[config.mk]
export PLATFORM = sky130hd
export DESIGN_NAME = tnc_cell
export DESIGN_NICKNAME = d
export VERILOG_FILES = /design/src/rtl/tnc_pkg.sv /design/src/rtl/tnc_cell.sv
export SDC_FILE = /design/constraint.sdc
export NUM_CORES = 1
export LEC_CHECK = 0
export BUFFER_PORTS_ARGS = -buffer_cell sky130_fd_sc_hd__clkbuf_2
export CAP_MARGIN = 5
export CORE_AREA = 2 2 230 232
export CTS_CLUSTER_DIAMETER = 150
export DETAILED_ROUTE_END_ITERATION = 6
export DIE_AREA = 0 0 232 234
export GPL_TIMING_DRIVEN = 0
export PLACE_DENSITY = 0.43
export RECOVER_POWER = 100
export REMOVE_ABC_BUFFERS = 1
export SLEW_MARGIN = 20
export SYNTH_ARGS = -nofsm -noshare
export SYNTH_HDL_FRONTEND = slang
export SYNTH_SLANG_ARGS = --single-unit
export TNS_END_PERCENT = 10
[constraint.sdc]
create_clock -name clk -period 1.9 [get_ports clk]
set_clock_uncertainty 0.15 [all_clocks]
set_input_delay 0.095 -clock clk [delete_from_list [all_inputs] [get_ports clk]]
set_output_delay 0.095 -clock clk [all_outputs]
set_load 0.01 [all_outputs]
[src/rtl/tnc_pkg.sv]
`timescale 1ns / 1ps
// ----------------------------------------------------------------------------
// tnc_pkg
// Shared types and constants for the tick / nanosecond converter.
// ----------------------------------------------------------------------------
package tnc_pkg;

    localparam logic [31:0] NS_PER_SEC  = 32'd1000000000;
    localparam logic [63:0] NS_ROUND_UP = 64'd999999999;

    localparam logic       CMD_TICKS_TO_NS = 1'b0;
    localparam logic       CMD_NS_TO_TICKS = 1'b1;

    localparam logic       REG_TICK_RATE = 1'b0;
    localparam logic       REG_MONO_EN   = 1'b1;

    localparam int DIV1_STEPS = 64;
    localparam int DIV2_STEPS = 32;

    // per-transaction sideband carried along the pipeline
    typedef struct packed {
        logic        cmd;
        logic        ok;
        logic        nz;
        logic [31:0] rate;
        logic [63:0] whole;
        logic        wovf;
    } side_t;

    // state of one divider step
    typedef struct packed {
        logic [31:0] rem;
        logic [63:0] num;
        logic [63:0] quo;
        logic [31:0] dvs;
        side_t       side;
    } cell_t;

endpackage

[src/rtl/tnc_cell.sv]
`timescale 1ns / 1ps
// ----------------------------------------------------------------------------
// tnc_cell
// One restoring-division step: produces one quotient bit per cell.
// ----------------------------------------------------------------------------
module tnc_cell
(
    input  logic          clk,
    input  logic          rst_n,
    input  logic          en,
    input  logic          in_v,
    input  tnc_pkg::cell_t in_d,
    output logic          out_v,
    output tnc_pkg::cell_t out_d
);
    import tnc_pkg::*;

    logic        valid_reg;
    cell_t       data_reg;
    cell_t       data_next;
    logic [32:0] trial;
    logic [32:0] diff;
    logic        qbit;

    always_comb
    begin
        trial     = {in_d.rem, in_d.num[63]};
        diff      = trial - {1'b0, in_d.dvs};
        qbit      = (trial >= {1'b0, in_d.dvs});
        data_next = in_d;
        data_next.rem = qbit ? diff[31:0] : trial[31:0];
        data_next.num = {in_d.num[62:0], 1'b0};
        data_next.quo = {in_d.quo[62:0], qbit};
    end

    always_ff @(posedge clk or negedge rst_n)
    begin
        if (!rst_n)
        begin
            valid_reg <= 1'b0;
        end
        else if (en)
        begin
            valid_reg <= in_v;
        end
    end

    always_ff @(posedge clk)
    begin
        if (en)
        begin
            data_reg <= data_next;
        end
    end

    assign out_v = valid_reg;
    assign out_d = data_reg;

endmodule

# Yosys cells after proc, flatten, opt, wreduce, memory -nomap -nowiden

Cells that the tools add are included.

$add $sub $neg: 1
Magnitude comparators: 1
Muxes and demuxes: 1

Operators with widths:

| kind                                                           | number |
|---|---|
| 33-bit by 32-bit greater-or-equal comparator with 1-bit output | 1 |
| 32-bit two-way mux                                             | 1 |
| 32-bit subtractor                                              | 1 |

Register bits after elaboration: 292
Bits of input ports: 296
Word-level logic and storage cells: 14

# Depth between registers and ports, before layout

Word-level depth: 2
Depth in mapped cells: 13
Gate-level depth less buffers: 12

# Worst setup path after synthesis

No wires, ideal clock.

Path kind: input to register
From: in in_d[107] (netlist name)
To: reg data_reg (netlist bit out_d[273]), data pin
Setup time: 262 ps
Arrival: 2609 ps
Slack: -1121 ps
Stages on the path: 12
Path buffers: 2
Path through: inv_1 -> ha_1 -> buf_2 -> nand4_1 -> or4_1 -> a21oi_1 -> nor3_1 -> a211oi_2 -> o21ai_2 -> o31ai_4 -> buf_4 -> mux2_1

RTL lines:

| item                 | line           | RTL |
|---|---|---|
| from (decl)          | tnc_cell.sv:12 | `input tnc_pkg::cell_t in_d,` |
| to (signal assigned) | tnc_cell.sv:52 | `data_reg <= data_next;` |
| to (decl)            | tnc_cell.sv:19 | `cell_t data_reg;` |

==> results by group <==
Status
  – Outcome: finished, violations left
  – Failing checks: hold timing, capacitance limit, slew limit, setup timing

Power
  – Internal power consumption: 13.0 mW
  – Pwr per Cell Area: 909 nW/um^2
  – Sw Share: 0.257
  – Total Power: ~18 mW
  – Pleak: between 7 and 8 nW
  – Sequential share of power: 0.451
  – Clk pwr share: 0.377
  – NetSw: 4.50 mW
  – Max VDD drop: 0.000634 V
  – Combinational group share of total power: 0.172

Floorplan
  – Row cnt: 84
  – Die Area: 54300 sq um
  – Die height: 234 um
  – I/O pin total: 589
  – Starting Density: 0.211
  – Die W: approximately 230 um
  – CORE AREA: 52000 sq um

Hold path
  – Hold path cells: 1
  – Hold_sp: in_d[100]
  – Worst hold path class: in -> reg
  – Hold Crit Endpoint: out_d[100]

Critical path
  – Crit Path Category: in -> reg
  – Critical path arrival: 2.79 ns
  – Critical path data required time: 2.02 ns
  – R2R cell count: 1
  – Slowest cell on crit path: or4_4
  – RR Endpoint: out_v
  – Most used cell, CP: buf_12
  – Reg2reg start: out_v
  – CP Capture Type: flip-flop
  – CP cell instances: clkbuf_1 > inv_1 > ha_4 > nand4_1 > or4_4 > a21oi_4 > nor3_4 > a211oi_2 > buf_4 > o21ai_4 > o31ai_4 > buf_8 > buf_12 > buf_12 > mux2_4
  – Critical Path Fanout Max: 5
  – Worst R2R Setup Slack: 1.01 ns
  – Crit-path max cell delay: 0.46 ns
  – Startpoint Class: input port

STA
  – Fmax: 0.376 GHz
  – Fin worst setup slack: -0.762 ns
  – Final slew viol count: between 60 and 70
  – Fin crit share: 1.40
  – RSZ-0062 raised after global routing: true
  – Fin crit period: about 2.7 ns
  – Slew margin rel.: -0.314
  – Worst-Margin Slew: ~2.0 ns
  – Final Hold Viols: 5
  – Final setup vio count: 246
  – Hold WS: -0.362 ns

Clock network
  – Root Buffer: clkbuf_16
  – Sink Count: slightly below 300
  – Number of clock buffers inserted by TritonCTS: 35
  – Clk slew on worst S/H paths: roughly 0.050 ns
  – H-tree lvl count: 2
  – Worst-Skew Late Latency: 0.53 ns
  – TritonCTS clock tree: built
  – CTS Buffer Depth: 3

Layout
  – Layout cells sized above 1: 0.268
  – Area grow syn2layout: 75.4%
  – Most frequent cells in the layout: clkbuf_1 (324), edfxtp_1 (291), dlygate4sd3_1 (290), clkbuf_2 (261), a21oi_1 (44)
  – Final net count: roughly 1900
  – Util after Layout: 0.371
  – Commonest non-fill, non-tap cell in the layout: clkbuf_1

Placed design
  – Placed wire-length estimate: roughly 33 mm
  – Port Buf Inserts: between 500 and 600
  – Final Wtd Congestion: 0.829
  – Pre-CTS setup slack: -2.15 ns

Global route
  – Tot GR Track Use: 0.152
  – Vias in the first global route: between 9000 and 10000
  – Initial antenna violation count: 6
  – Total gr overflow: 0
  – Pin count of the biggest net entering global routing: 91
  – First-pass GRT wire length: 60.3 mm

Run
  – Max Cap Viol: 1

Synth
  – Syn Area/Cell: 17.2 sq um
  – Gate Count Post-Synth: 640
  – Main synth FF type: edfxtp_1
  – FF+latch count, synth: 292
  – Netlist cell types: 50
  – Ys async rst share: 0.00342
  – Netlist area before placement: 11000 sq um
  – Yosys Warn Count: 0
  – Number of flops mapped to enable cells by yosys: 291
  – Sequential share of the synthesized area: 0.797

Route
  – DRT Wirelength: 44.1 mm
  – DR vias/cell: between 3 and 4
  – Initial drt markers: 313
  – DRC: 0
  – DR WL/cell: 19.2 um
  – ANT nets after route: 0
  – Routed via count: around 9100
  – Pre-Repair DR Iteration Count: 4
[cells by family after synthesis]
| logic type | Yosys count | share of synthesized area |
|---|---|---|
| compound gates | 119 | 0.0666 |
| xor+xnor | 27 | 0.0215 |
| fa+ha+maj | 33 | 0.0382 |
| buf+inv | 57 | 0.0218 |
| flops | 292 | 0.797 |
| mux | 12 | 0.0122 |
| other cells | 1 | 0.000341 |
| simple gates | 99 | 0.0423 |
[layer usage]
layer	GRT usage	up-vias	share of wire
met5	0	-	0.00093
met4	0.0459	6	0.027
met3	0.0541	64	0.082
li1	-	4325	-
met2	0.283	351	0.53
met1	0.159	4365	0.36
[cell usage after synthesis, types with 2 or more instances]
cell	number	area (sq um)
edfxtp_1	291	8740
a21oi_1	56	280
inv_1	38	143
nor2_1	35	131
ha_1	32	400
nand2_1	26	97.6
o21ai_0	16	80.1
xnor2_1	15	131
a21o_1	12	90.1
xor2_1	12	105
buf_2	8	40.0
nand3_1	8	40.0
nand4_1	8	50.1
mux2_2	7	78.8
clkbuf_1	6	22.5
o21a_1	6	45.0
a31oi_1	5	31.3
buf_4	4	30.0
mux2_1	4	45.0
nor4_1	4	25.0
o211ai_1	4	30.0
a211oi_1	3	22.5
nand2b_1	3	18.8
nor2b_1	3	18.8
o21bai_1	3	22.5
a2bb2oi_1	2	17.5
and2_1	2	12.5
and4_1	2	17.5
nor3_1	2	10.0
o22ai_1	2	12.5
or4_1	2	15.0
[per-stage QoR]
| stage | instance area (sq um) | setup TNS, ns | hold WS (ns) | std cells |
|---|---|---|---|---|
| 2_1_floorplan | 10900 | -52.61 | -0.351 | 621 |
| 5_1_grt | 19300 | -83.73 | -0.388 | 2288 |
| 3_5_place_dp | 14800 | -61.26 | -0.278 | 1901 |
| 4_1_cts | 19500 | -17.29 | -0.407 | 2276 |
| 6_report | 19300 | -49.58 | -0.362 | 2292 |
| 3_3_place_gp | 14700 | -1385.42 | -0.279 | 1895 |
[repair_timing]
item / CTS / global route
setup buffers: 25 / 10
pin swaps: 25 / 7
cloned: 1 / 0
hold buffers: 288 / 2
resized for setup: 78 / 39
endpoints found under the hold margin: 292 / 7
setup endpoints to repair: 33 / 33
[flip-flops by register name, indices dropped and copies added (netlist names)]
register and cells:
out_d 291, out_v 1
[critical path, delay by kind of cell]
kind	cells	cell delay, ns
compound gates	4	0.64
fa+ha+maj	1	0.28
simple gates	3	0.69
buf+inv	6	0.76
mux	1	0.30
[area by class of cell]
| type | count | area [sq um] |
|---|---|---|
| repair buffers | 918 | 5960 |
| inverters | 38 | 148 |
| fillers | 5227 | 32700 |
| multi-input cells | 291 | 2430 |
| well taps | 688 | 861 |
| diodes | 4 | 10.0 |
| clock inverters | 19 | 180 |
| flip-flops and latches | 292 | 8760 |
| clock buffers | 42 | 923 |
[power groups by stage]
stage / clock [mW] / sequential, mW / combinational [mW]
after global placement: 0 / 8.11 / 2.31
after detailed placement: 0 / 8.04 / 2.35
after floorplan: 0 / 8.35 / 0.643
final: 6.60 / 7.91 / 3.02
after CTS: 6.85 / 7.91 / 3.13
after global routing: 7.07 / 7.96 / 3.27
[how the worst max path moves through the flow]
stage | cells after the start | startpoint | slack (ns) | end
floorplan | 10 | in_d[107] | -1.77 | out_d[263]
global placement | 2 | en | -4.80 | out_v
detailed placement | 14 | in_d[118] | -2.15 | out_d[268]
CTS | 15 | in_d[115] | -0.68 | out_d[270]
global route | 13 | in_d[259] | -0.80 | out_d[290]
finish | 15 | in_d[113] | -0.76 | out_d[268]
Power figures use the tool's default switching activity.
